$ cat config.mk
export PLATFORM = sky130hd
export DESIGN_NAME = two_wire_display_refresh_sequencer
export DESIGN_NICKNAME = d
export VERILOG_FILES = /design/src/dwrs_pkg.sv /design/src/dwrs_seq.sv /design/src/dwrs_out_reg.sv /design/src/two_wire_display_refresh_sequencer.sv
export VERILOG_INCLUDE_DIRS = /design/src /design/src/src
export SDC_FILE = /design/constraint.sdc
export NUM_CORES = 1
export LEC_CHECK = 0
export ABC_AREA = 1
export BUFFER_PORTS_ARGS = -buffer_cell sky130_fd_sc_hd__buf_2
export CORE_UTILIZATION = 24
export DETAILED_ROUTE_END_ITERATION = 6
export PLACE_DENSITY = 0.39
export SYNTH_ARGS = -nofsm -noshare
export SYNTH_HDL_FRONTEND = slang
export SYNTH_SLANG_ARGS = --single-unit
$ cat constraint.sdc
create_clock -name clk -period 8.7 [get_ports clk]
set_clock_uncertainty 0.1 [all_clocks]
set_input_delay 1.305 -clock clk [delete_from_list [all_inputs] [get_ports clk]]
set_output_delay 1.305 -clock clk [all_outputs]
set_load 0.02 [all_outputs]
$ cat src/two_wire_display_refresh_sequencer_macros.svh
// Assertion macros for the two-wire display refresh sequencer.
`ifndef TWO_WIRE_DISPLAY_REFRESH_SEQUENCER_MACROS_SVH
`define TWO_WIRE_DISPLAY_REFRESH_SEQUENCER_MACROS_SVH

// Same-cycle implication, sampled on clk, off while arst_n is low.
`define DWRS_ASSERT_SAME(label, ante, cons, msg) \
	label: assert property (@(posedge clk) disable iff (!arst_n) (ante) |-> (cons)) \
		else $error(msg);

// Next-cycle implication, sampled on clk, off while arst_n is low.
`define DWRS_ASSERT_NEXT(label, ante, cons, msg) \
	label: assert property (@(posedge clk) disable iff (!arst_n) (ante) |=> (cons)) \
		else $error(msg);

`endif

$ cat src/dwrs_pkg.sv
// Shared types and constants for the two-wire display refresh sequencer.
package dwrs_pkg;

	localparam int GRID_COUNT_DEF = 4;

	localparam int CFG_IDX_W = 2;

	// Request codes carried in req_type.
	localparam logic [1:0] REQ_TICK  = 2'd0;
	localparam logic [1:0] REQ_LOAD  = 2'd1;
	localparam logic [1:0] REQ_START = 2'd2;

	// Configuration register indexes.
	localparam logic [CFG_IDX_W-1:0] REG_FIXED_ADDR = 2'd0;
	localparam logic [CFG_IDX_W-1:0] REG_BRIGHTNESS = 2'd1;

	localparam logic [7:0] FIXED_ADDR_RST = 8'h44;
	localparam logic [7:0] BRIGHTNESS_RST = 8'h8F;

	localparam logic [7:0] ADDR_BASE  = 8'hC0;
	localparam logic [2:0] BLANK_GRID = 3'd5;
	localparam logic [7:0] BLANK_SEG  = 8'h00;
	localparam logic [5:0] BYTE_TICKS = 6'd25;
	localparam logic [5:0] EDGE_TICKS = 6'd3;

	typedef struct packed {
		logic       clk_level;
		logic       dio_level;
		logic       byte_done;
		logic [7:0] byte_value;
		logic       busy_res;
		logic       refresh_done;
	} res_t;

endpackage

$ cat src/dwrs_seq.sv
// Refresh sequencer state, grid store, config registers and per-item step logic.
module dwrs_seq #(
	parameter int GRID_COUNT = dwrs_pkg::GRID_COUNT_DEF
) (
	input  logic                           clk,
	input  logic                           arst_n,
	input  logic                           step,
	input  logic [1:0]                     req_type,
	input  logic [2:0]                     grid_index,
	input  logic [7:0]                     segment_bits,
	input  logic                           cfg_we,
	input  logic [dwrs_pkg::CFG_IDX_W-1:0] cfg_index,
	input  logic [7:0]                     cfg_data,
	output dwrs_pkg::res_t                 res,
	output logic                           running
);

	localparam int GIDX_W = (GRID_COUNT > 1) ? $clog2(GRID_COUNT) : 1;
	localparam logic [3:0] LAST_STEP = 4'(2 * (GRID_COUNT + 1));
	localparam logic [2:0] GRID_LIM = 3'(GRID_COUNT);

	logic [7:0] fixed_addr_q;
	logic [7:0] brightness_q;
	logic [7:0] grid_q [GRID_COUNT];
	logic [3:0] frame_q;
	logic [5:0] phase_q;
	logic [7:0] shift_q;
	logic       clk_line_q;
	logic       dio_line_q;
	logic       running_q;

	logic [3:0] frame_d;
	logic [5:0] phase_d;
	logic [7:0] shift_d;
	logic       clk_line_d;
	logic       dio_line_d;
	logic       running_d;
	logic       load_en;

	logic       last_frame;
	logic       two_bytes;
	logic [2:0] grid_sel;
	logic       grid_real;
	logic [7:0] byte0;
	logic [7:0] byte1;
	logic [5:0] body;
	logic [6:0] frame_len;
	logic [5:0] q_pos;
	logic       second;
	logic [4:0] r_pos;
	logic [8:0] r_mul;
	logic [3:0] quot;
	logic [4:0] rem3;
	logic [7:0] cur_shift;
	logic [5:0] s_pos;

	function automatic logic [7:0] ADDR_BASE_OR(input logic [2:0] g);
		return dwrs_pkg::ADDR_BASE | {5'b0, g};
	endfunction

	assign running = running_q;

	always_comb begin
		last_frame = (frame_q >= LAST_STEP);
		two_bytes  = !last_frame && frame_q[0];
		grid_sel   = frame_q[3:1];
		grid_real  = (grid_sel < GRID_LIM);
		if (last_frame) begin
			byte0 = brightness_q;
		end else if (!frame_q[0]) begin
			byte0 = fixed_addr_q;
		end else if (grid_real) begin
			byte0 = ADDR_BASE_OR(grid_sel);
		end else begin
			byte0 = ADDR_BASE_OR(dwrs_pkg::BLANK_GRID);
		end
		byte1     = grid_real ? grid_q[grid_sel[GIDX_W-1:0]] : dwrs_pkg::BLANK_SEG;
		body      = two_bytes ? 6'(2 * dwrs_pkg::BYTE_TICKS) : dwrs_pkg::BYTE_TICKS;
		frame_len = 7'(2 * dwrs_pkg::EDGE_TICKS) + {1'b0, body};
		q_pos     = phase_q - dwrs_pkg::EDGE_TICKS;
		second    = (q_pos >= dwrs_pkg::BYTE_TICKS);
		r_pos     = second ? 5'(q_pos - dwrs_pkg::BYTE_TICKS) : q_pos[4:0];
		// r/3 for r below 25 as (r*11)>>5
		r_mul     = 9'(r_pos) * 9'd11;
		quot      = r_mul[8:5];
		rem3      = r_pos - 5'(quot) * 5'd3;
		cur_shift = (r_pos == 5'd0) ? (second ? byte1 : byte0) : shift_q;
		s_pos     = q_pos - body;
	end

	always_comb begin
		frame_d    = frame_q;
		phase_d    = phase_q;
		shift_d    = shift_q;
		clk_line_d = clk_line_q;
		dio_line_d = dio_line_q;
		running_d  = running_q;
		load_en    = 1'b0;
		res        = '0;
		if (req_type == dwrs_pkg::REQ_TICK && running_q) begin
			if (phase_q < dwrs_pkg::EDGE_TICKS) begin
				clk_line_d = (phase_q < 6'd2);
				dio_line_d = (phase_q == 6'd0);
			end else if (q_pos < body) begin
				shift_d = cur_shift;
				if (r_pos == 5'(dwrs_pkg::BYTE_TICKS - 6'd1)) begin
					clk_line_d     = 1'b0;
					res.byte_done  = 1'b1;
					res.byte_value = shift_q;
				end else begin
					clk_line_d = (rem3[1:0] == 2'd2);
					if (rem3[1:0] != 2'd0) begin
						dio_line_d = cur_shift[quot[2:0]];
					end
				end
			end else begin
				clk_line_d = (s_pos < 6'd2);
				dio_line_d = (s_pos != 6'd0);
			end
			res.busy_res = 1'b1;
			if ({1'b0, phase_q} + 7'd1 >= frame_len) begin
				phase_d = '0;
				if (last_frame) begin
					running_d        = 1'b0;
					frame_d          = '0;
					res.refresh_done = 1'b1;
				end else begin
					frame_d = frame_q + 4'd1;
				end
			end else begin
				phase_d = phase_q + 6'd1;
			end
		end else begin
			if (!running_q) begin
				if (req_type == dwrs_pkg::REQ_LOAD && grid_index < GRID_LIM) begin
					load_en = 1'b1;
				end else if (req_type == dwrs_pkg::REQ_START) begin
					running_d = 1'b1;
					frame_d   = '0;
					phase_d   = '0;
				end
			end
			res.busy_res = running_d;
		end
		res.clk_level = clk_line_d;
		res.dio_level = dio_line_d;
	end

	always_ff @(posedge clk or negedge arst_n) begin
		if (!arst_n) begin
			fixed_addr_q <= dwrs_pkg::FIXED_ADDR_RST;
			brightness_q <= dwrs_pkg::BRIGHTNESS_RST;
			for (int i = 0; i < GRID_COUNT; i++) begin
				grid_q[i] <= '0;
			end
			frame_q    <= '0;
			phase_q    <= '0;
			shift_q    <= '0;
			clk_line_q <= 1'b1;
			dio_line_q <= 1'b1;
			running_q  <= 1'b0;
		end else begin
			if (cfg_we) begin
				if (cfg_index == dwrs_pkg::REG_FIXED_ADDR) begin
					fixed_addr_q <= cfg_data;
				end else if (cfg_index == dwrs_pkg::REG_BRIGHTNESS) begin
					brightness_q <= cfg_data;
				end
			end
			if (step) begin
				if (load_en) begin
					grid_q[grid_index[GIDX_W-1:0]] <= segment_bits;
				end
				frame_q    <= frame_d;
				phase_q    <= phase_d;
				shift_q    <= shift_d;
				clk_line_q <= clk_line_d;
				dio_line_q <= dio_line_d;
				running_q  <= running_d;
			end
		end
	end

endmodule

$ cat src/dwrs_out_reg.sv
// Result register between the sequencer step and the output channel.
module dwrs_out_reg (
	input  logic           clk,
	input  logic           arst_n,
	input  logic           load,
	input  dwrs_pkg::res_t res_in,
	input  logic           out_ready,
	output logic           out_valid,
	output logic           can_load,
	output dwrs_pkg::res_t res_out
);

	logic           valid_q;
	dwrs_pkg::res_t res_q;

	// Take a new result when empty or when the held one leaves this cycle.
	assign can_load  = !valid_q || out_ready;
	assign out_valid = valid_q;
	assign res_out   = res_q;

	always_ff @(posedge clk or negedge arst_n) begin
		if (!arst_n) begin
			valid_q <= 1'b0;
		end else if (load) begin
			valid_q <= 1'b1;
		end else if (out_ready) begin
			valid_q <= 1'b0;
		end
	end

	always_ff @(posedge clk) begin
		if (load) begin
			res_q <= res_in;
		end
	end

endmodule

$ cat src/two_wire_display_refresh_sequencer.sv
// Top level of the two-wire display refresh sequencer.
// The result of an input transfer is registered and is valid in the next cycle; one result per input item.
// Throughput: one item per cycle while results are taken; the result register refills while being drained.
// Reset (arst_n low, async): lines high, idle, grid store zero, commands 0x44/0x8F.
// Config writes are taken every cycle (cfg_ready tied high).
`include "two_wire_display_refresh_sequencer_macros.svh"

module two_wire_display_refresh_sequencer #(
	parameter int GRID_COUNT = dwrs_pkg::GRID_COUNT_DEF
) (
	input  logic                           clk,
	input  logic                           arst_n,
	// input item channel
	input  logic                           in_valid,
	output logic                           in_ready,
	input  logic [1:0]                     req_type,
	input  logic [2:0]                     grid_index,
	input  logic [7:0]                     segment_bits,
	// result channel
	output logic                           out_valid,
	input  logic                           out_ready,
	output logic                           clk_level,
	output logic                           dio_level,
	output logic                           byte_done,
	output logic [7:0]                     byte_value,
	output logic                           busy_res,
	output logic                           refresh_done,
	// configuration write channel
	input  logic                           cfg_valid,
	output logic                           cfg_ready,
	input  logic [dwrs_pkg::CFG_IDX_W-1:0] cfg_index,
	input  logic [7:0]                     cfg_data
);

	logic           step;
	logic           can_load;
	logic           running;
	dwrs_pkg::res_t step_res;
	dwrs_pkg::res_t held_res;

	// Registers are plain flops; accept a write whenever one is offered.
	assign cfg_ready = 1'b1;

	// Advance the sequencer on every input transfer. The result register
	// parts the two channels, so a stalled result only blocks input when
	// it is not leaving in the same cycle.
	assign in_ready = can_load;
	assign step     = in_valid && in_ready;

	// Sequencer: state, grid store, commands and the single-pass step logic.
	// Each tick advances the transaction in progress by one phase step.
	dwrs_seq #(
		.GRID_COUNT(GRID_COUNT)
	) u_seq (
		.clk         (clk),
		.arst_n      (arst_n),
		.step        (step),
		.req_type    (req_type),
		.grid_index  (grid_index),
		.segment_bits(segment_bits),
		.cfg_we      (cfg_valid && cfg_ready),
		.cfg_index   (cfg_index),
		.cfg_data    (cfg_data),
		.res         (step_res),
		.running     (running)
	);

	// Hold the result until the output transfer completes.
	dwrs_out_reg u_out (
		.clk      (clk),
		.arst_n   (arst_n),
		.load     (step),
		.res_in   (step_res),
		.out_ready(out_ready),
		.out_valid(out_valid),
		.can_load (can_load),
		.res_out  (held_res)
	);

	assign clk_level    = held_res.clk_level;
	assign dio_level    = held_res.dio_level;
	assign byte_done    = held_res.byte_done;
	assign byte_value   = held_res.byte_value;
	assign busy_res     = held_res.busy_res;
	assign refresh_done = held_res.refresh_done;

	// A finished refresh drops the running state right after its last tick.
	`DWRS_ASSERT_NEXT(a_done_stops, step && step_res.refresh_done, !running, "refresh still running after final tick")
	// A byte completes on a low clock phase, and only while a refresh runs.
	`DWRS_ASSERT_SAME(a_byte_low, out_valid && byte_done, !clk_level && busy_res, "byte done with clock high or idle")
	// A held result that is not taken must block the next input.
	`DWRS_ASSERT_SAME(a_stall_blocks, out_valid && !out_ready, !in_ready, "input accepted over a stalled result")
	// A start taken while idle shows busy in its own result.
	`DWRS_ASSERT_NEXT(a_start_busy, step && !running && req_type == dwrs_pkg::REQ_START, running && busy_res, "start not reflected")

endmodule
After elaboration in Yosys (flattened, before gate mapping):

Cells that the tools add are included.
W data, S select, Z words.

* register bits after elaboration: 83
* input bits: 28
* output and inout bits: 16

* add/subtract/negate cells: 8
* $mul: 2
* order comparisons: 13
* equal/unequal tests: 9
* multiplexer cells: 49
* bitwise gates (word level): 7
* reduce and logical (&&, ||, !) cells: 26

Operators by type and width (count)
* $mux W8: 8
* $mux W6: 6
* $bwmux W32: 1
* $mux W4: 6
* $mux W1: 22
* $lt A6 B2 Y1 const B: 3
* $bmux W8 S2: 1
* $demux W8 S2: 1
* $mul A5 B4 Y9 const B: 1
* $mux W9: 1
* $reduce_and A4 Y1: 2
* $add A3 B6 Y7 const A: 1
* $add A6 B1 Y7 const B: 1
* $ge A7 B7 Y1: 1
* $add A6 B1 Y6 const B: 1
* $ge A3 B3 Y1 const B: 2
* $ge A6 B5 Y1 const B: 1
* $logic_not A6 Y1: 1
* $lt A3 B3 Y1 const B: 2
* $lt A6 B6 Y1: 1
* $not A2 Y3: 2
* $reduce_and A2 Y1: 3
* $reduce_and A3 Y1: 2
* $reduce_bool A2 Y1: 3
* 27 further kinds: 41

Longest topological paths before layout:

* word-level depth: 14
* mapped depth: 32
* depth with buffers taken out: 32

By module:

A second synthesis with hierarchy kept.

* cell total of the unflattened synthesis: 644
* area total of the unflattened synthesis: 5036.1 sq um

Modules (own cells, without submodules)
* dwrs_seq: instances 1, cells an instance 622, area an instance 4581.9 sq um
* dwrs_out_reg: instances 1, cells an instance 18, area an instance 435.4 sq um
* two_wire_display_refresh_sequencer: instances 1, cells an instance 4, area an instance 18.8 sq um

Worst setup path before layout:

Ideal clock, no wire load.

* kind: reg-to-reg
* start: register u_seq.phase_q[0]
* end: register u_out.res_q (netlist bit u_out.res_out[11]), data pin
* setup time: 0.254 ns
* data arrival time: 3.808 ns
* data required time: 8.346 ns
* setup slack: 4.537 ns
* stages on the path, launching flop included: 29
* path buffers: 1
* clock period less this slack: 4.163 ns
* cells stage by stage: dfrtp_1 -> buf_4 -> inv_1 -> ha_1 -> inv_1 -> nand2_1 -> nor2_1 -> nand2_1 -> nand2_1 -> nand2_1 -> nand2_1 -> inv_1 -> ha_1 -> inv_1 -> fa_1 -> inv_1 -> ha_1 -> a21oi_1 -> nor2_1 -> a211oi_1 -> nand2_1 -> xor2_1 -> nand3b_1 -> nand2_1 -> nand3_1 -> nand3_1 -> nand2_1 -> nand2_1 -> nand2_2

* cells in the longest elaborated chain, start to end: 12
* elaborated cells on any way between the ends: 24

Ends and longest elaborated chain
* start: declaration: line dwrs_seq.sv:26 `logic [5:0] phase_q;`
* start signal: assignment: line dwrs_seq.sv:175 `phase_q <= phase_d;`
* $sub A6 B2 Y6: line dwrs_seq.sv:80 `q_pos = phase_q - dwrs_pkg::EDGE_TICKS;`
* $sub A5 B5 Y5 / $ge A6 B5 Y1 (equally long branches): line dwrs_seq.sv:82, dwrs_seq.sv:81
* $mux W5: line dwrs_seq.sv:82 `r_pos = second ? 5'(q_pos - dwrs_pkg::BYTE_TICKS) : q_pos[4:0];`
* $mul A5 B4 Y9 / $logic_not A5 Y1 (equally long branches): line dwrs_seq.sv:84, dwrs_seq.sv:87
* $mul A4 B2 Y2 / $mux W8 (equally long branches): line dwrs_seq.sv:86, dwrs_seq.sv:87
* $sub A2 B2 Y2 / $bmux W1 S3 (equally long branches): line dwrs_seq.sv:86, dwrs_seq.sv:113
* $reduce_bool A2 Y1 / $mux W1 (equally long branches): line dwrs_seq.sv:112, dwrs_seq.sv:113
* $mux W1: line dwrs_seq.sv:112 `if (rem3[1:0] != 2'd0) begin`
* $mux W1: line dwrs_seq.sv:106 `if (r_pos == 5'(dwrs_pkg::BYTE_TICKS - 6'd1)) begin`
* $mux W1: line dwrs_seq.sv:104 `end else if (q_pos < body) begin`
* $mux W1 (*): line dwrs_seq.sv:101 `if (phase_q < dwrs_pkg::EDGE_TICKS) begin`
* $mux W1 (*): line dwrs_seq.sv:100 `if (req_type == dwrs_pkg::REQ_TICK && running_q) begin`
* named net u_seq.dio_line_d: line dwrs_seq.sv:36 `logic dio_line_d;`
* end signal: assignment: line dwrs_out_reg.sv:33 `res_q <= res_in;`
* end: declaration: line dwrs_out_reg.sv:14 `dwrs_pkg::res_t res_q;`

Mark *: on every way through the listed nets, which the timed path passes. The rest lies on a longest branch. The select of a mux whose other input is x is not followed.
A chain may end at the register's enable or synchronous reset.

Worst setup path after layout:

Same ends and word-level chain as after synthesis.

==> run summary <==
The yosys synthesis warning count came out at 0. The count of non-filler cells in the finished layout came out at 975. The worst-margin pin slew came out at 0.945 ns. Counting every net in the synthesized netlist gives 714.

For this run, the register share of the synthesized area comes to 0.423. The max-slew violation count is 0. The worst hold path terminates at u_seq.dio_line_q. The worst hold path begins at u_seq.dio_line_q. Ranked by total cell area, the synthesized netlist is headed by dfrtp_1 30%, nand2_1 12%, o21ai_0 8.1%, edfxtp_1 7.7%, inv_1 6.0%. Summed over all failing endpoints, the final setup total negative slack is 0 ns. The delay of the slowest critical-path stage came out at 0.54 ns. The site row count came out at 52. Of the post-synthesis cell area, the dominant cell type holds 0.300.

The number of ports placed on the die boundary came out at 44. The number of unique standard cell types used by synthesis is 44. The sink count of the clock tree is 83. The worst hold path belongs to the class flip-flop to flip-flop. For this run, asynchronously set or reset flops after synthesis account for 0.843. The cell area that synthesis handed to floorplanning was 5090 µm². The die extent in y is 148 µm. For this run, the total global-route usage over all layers was measured as 0.131. The post-synthesis cell count came out at 662. The count of endpoints failing hold in the final timing report is 0. The worst setup path is captured at a flip-flop. The number of H-tree levels came out at 3. For the worst flop-to-flop path, the logic depth is 27. STA puts the critical path data arrival time at 4.62 ns. The initial standard-cell utilization of the core is 0.248. The wire length of the first global-routing pass is 22.2 mm.

The total via count after detailed routing came out at 4349. For this run, the detailed router's first-pass iteration total came to 5. The slowest stage cell on the critical path is dfrtp_1. The run finished with clean final reports. The worst register-to-register path has a setup slack of 4.09 ns. The overall power of the completed layout came out at 0.00140 W. The count of routing violations after the opening detailed-route iteration came out at 164. The reg-to-reg endpoint is u_out.res_out[11]. The count of nets left with antenna violations once routing finished came out at 0. In the final design database the tool counted 752 nets.

The area overhead of the layout relative to synthesis came out at 15.3%. The startpoint identified for the worst register-to-register timing path is u_seq.phase_q[0]. STA classifies the critical path startpoint as a flip-flop. The final period demand of the worst path came out at 4.61 ns. The number of vias per cell after detailed routing is 4.46. The residual DRC count is 0. Leaving out fill and tap cells, the most frequent cell in the layout is nand2_1.

The post-cts sizing count came out at 0. The count of input and output buffers came out at 42. The die covers 21800 µm².

The clock tree buffer depth came out at 2. The count of hold-fix buffers inserted at cts came out at 0. The fraction of layout cells with a size suffix above 1 is 0.152. The horizontal die dimension is 148 µm.

The via count of the first global-routing pass is 4306. The final weighted congestion in routability-driven placement came out at 0.870. The clock insertion delay at the later pin of the skew report is 0.35 ns. The region available for standard cell placement spans 20500 µm². Data on the critical path is required at its endpoint by 8.71 ns. The critical path is of the flip-flop to flip-flop type.

The normalized max-slew margin came out at 0.370. The antenna diode count came out at 0. The routed wire length per instance is 13.7 µm. The total detailed-routing wirelength came out at 13.4 mm. The most instantiated flip-flop cell in the synthesis netlist is dfrtp_1.

The clock-pin slew of the registers on the worst-case setup and hold paths is 0.07 ns. Along the worst hold path, the cell count comes to 2. The count of endpoints failing setup in the final report is 0.

The number of antenna violations at the first check in global routing came out at 0. In this design, the critical path's most frequently occurring cell is nand2_1. The post-synthesis register bit count is 83. The maximum number of pins on one net before global-route repair is 71. The total power divided by cell area is 239 nW/µm².

The pre-CTS setup slack came out at 4.10 ns. Once placement completed, the tool counted placed cells totaling 959. Derived from the worst setup path, the maximum achievable clock frequency is 0.217 GHz. The mean instance size in the synthesized netlist came out at 7.69 µm².

The final core utilization came out at 0.286. After global routing the overflow that remains totals 0. The TritonCTS clock tree is built. The number of max-cap violations came out at 0. CTS placed an instance of clkbuf_16 at the clock tree root. The maximum net fanout on the critical path came out at 9. The final period utilization came out at 0.530. The final worst slack is 4.09 ns.

The post-CTS setup buffer count came out at 0. Of all cell types, the one taking the most synthesized area is dfrtp_1. Detailed placement finished with a half-perimeter wire length of 9.93 mm. Setup repair after global routing left no endpoint under its margin. The synthesized design contains 13 enable-type register cells. The number of buffers added by the clock tree synthesis step came out at 9. The analysis attributes to cell leakage a power of 2.94 nW. In the layout the commonest cells are 167 x nand2_1, 82 x o21ai_0, 81 x inv_1, 61 x dfrtp_1, 57 x nand3_1. The worst-case IR drop observed on VDD is 96.7 µV.
[through the flow]
stage	hold slack, ns	area (µm²)
after detailed placement	0.370	5560
after global placement	0.360	5560
final	0.383	5870
after CTS	0.387	5870
after global routing	0.408	5870
after floorplan	0.348	5090
[cells in the mapped netlist (3+ instances only)]
master / number
a21oi_1: 10
clkbuf_1: 9
dfrtp_1: 61
dfstp_2: 9
edfxtp_1: 13
ha_1: 22
inv_1: 81
inv_2: 3
nand2_1: 167
nand2_2: 16
nand2_4: 5
nand3_1: 57
nand3_2: 5
nand3_4: 3
nand3b_1: 7
nand4_1: 3
nor2_1: 55
nor3_1: 3
o21ai_0: 82
o21ai_1: 4
o22ai_1: 11
xor2_1: 6
[area by class of cell]
cell class | count | area (µm²)
clock buffers | 9 | 225
clock inverters | 7 | 81.3
fillers | 2272 | 14600
inverters | 85 | 319
multi-input cells | 478 | 2530
flip-flops and latches | 83 | 2150
well taps | 270 | 338
repair buffers | 43 | 218
[how the worst max path moves through the flow]
stage	start	end	slack, ns	cells past startpoint
6_report	u_seq.phase_q[0]	u_out.res_out[11]	4.09	27
3_5_place_dp	u_seq.phase_q[0]	u_out.res_out[11]	4.10	27
4_1_cts	u_seq.phase_q[0]	u_out.res_out[11]	4.08	27
2_1_floorplan	u_seq.phase_q[0]	u_out.res_out[11]	4.54	28
5_1_grt	u_seq.phase_q[0]	u_out.res_out[11]	3.69	27
3_3_place_gp	u_seq.phase_q[0]	u_out.res_out[11]	4.16	27
[report_power, final]
group	internal, W	switching (W)	total, W
Combinational	0.000172	0.000318	0.000490
Sequential	0.000464	0.0000384	0.000502
Clock	0.000228	0.000179	0.000408
Total	0.000865	0.000536	0.00140
[kinds of logic (layout without fill, tap and decap cells)]
logic type,after synthesis,in the layout,share of synthesized area
AND/OR/NAND/NOR,328,328,0.298
flip-flops,83,83,0.423
buffers and inverters,101,144,0.0794
AO/OA/AOI/OAI,118,118,0.125
XOR/XNOR,7,7,0.0120
adder cells (fa/ha/maj),24,24,0.0619
other,1,1,0.000737
[flip-flops by register name (all words and copies together), names as in the netlist, named ones only]
signal and cells:
u_seq.frame_q 4, u_seq.brightness_q 8, u_seq.phase_q 6, u_seq.grid_q 32, u_out.res_out 13, u_seq.clk_line_q 1, u_seq.dio_line_q 1, u_seq.fixed_addr_q 8
u_seq.shift_q 8, u_out.out_valid 1
[routing by layer]
layer / wire length (µm) / vias to the layer above / global-route usage
met5: 0 / - / 0
met2: 6110 / 67 / 0.211
met3: 427 / 17 / 0.0194
li1: - / 2236 / -
met1: 6500 / 2029 / 0.174
met4: 307 / 0 / 0.0577
[critical path: cells and delay by family (launching register included)]
family | cells | cell delay (ns)
AND/OR/NAND/NOR | 15 | 1.13
XOR/XNOR | 1 | 0.15
flip-flops | 1 | 0.54
adder cells (fa/ha/maj) | 4 | 1.55
AO/OA/AOI/OAI | 2 | 0.46
buffers and inverters | 5 | 0.46
(Power assumes the default switching activity.)
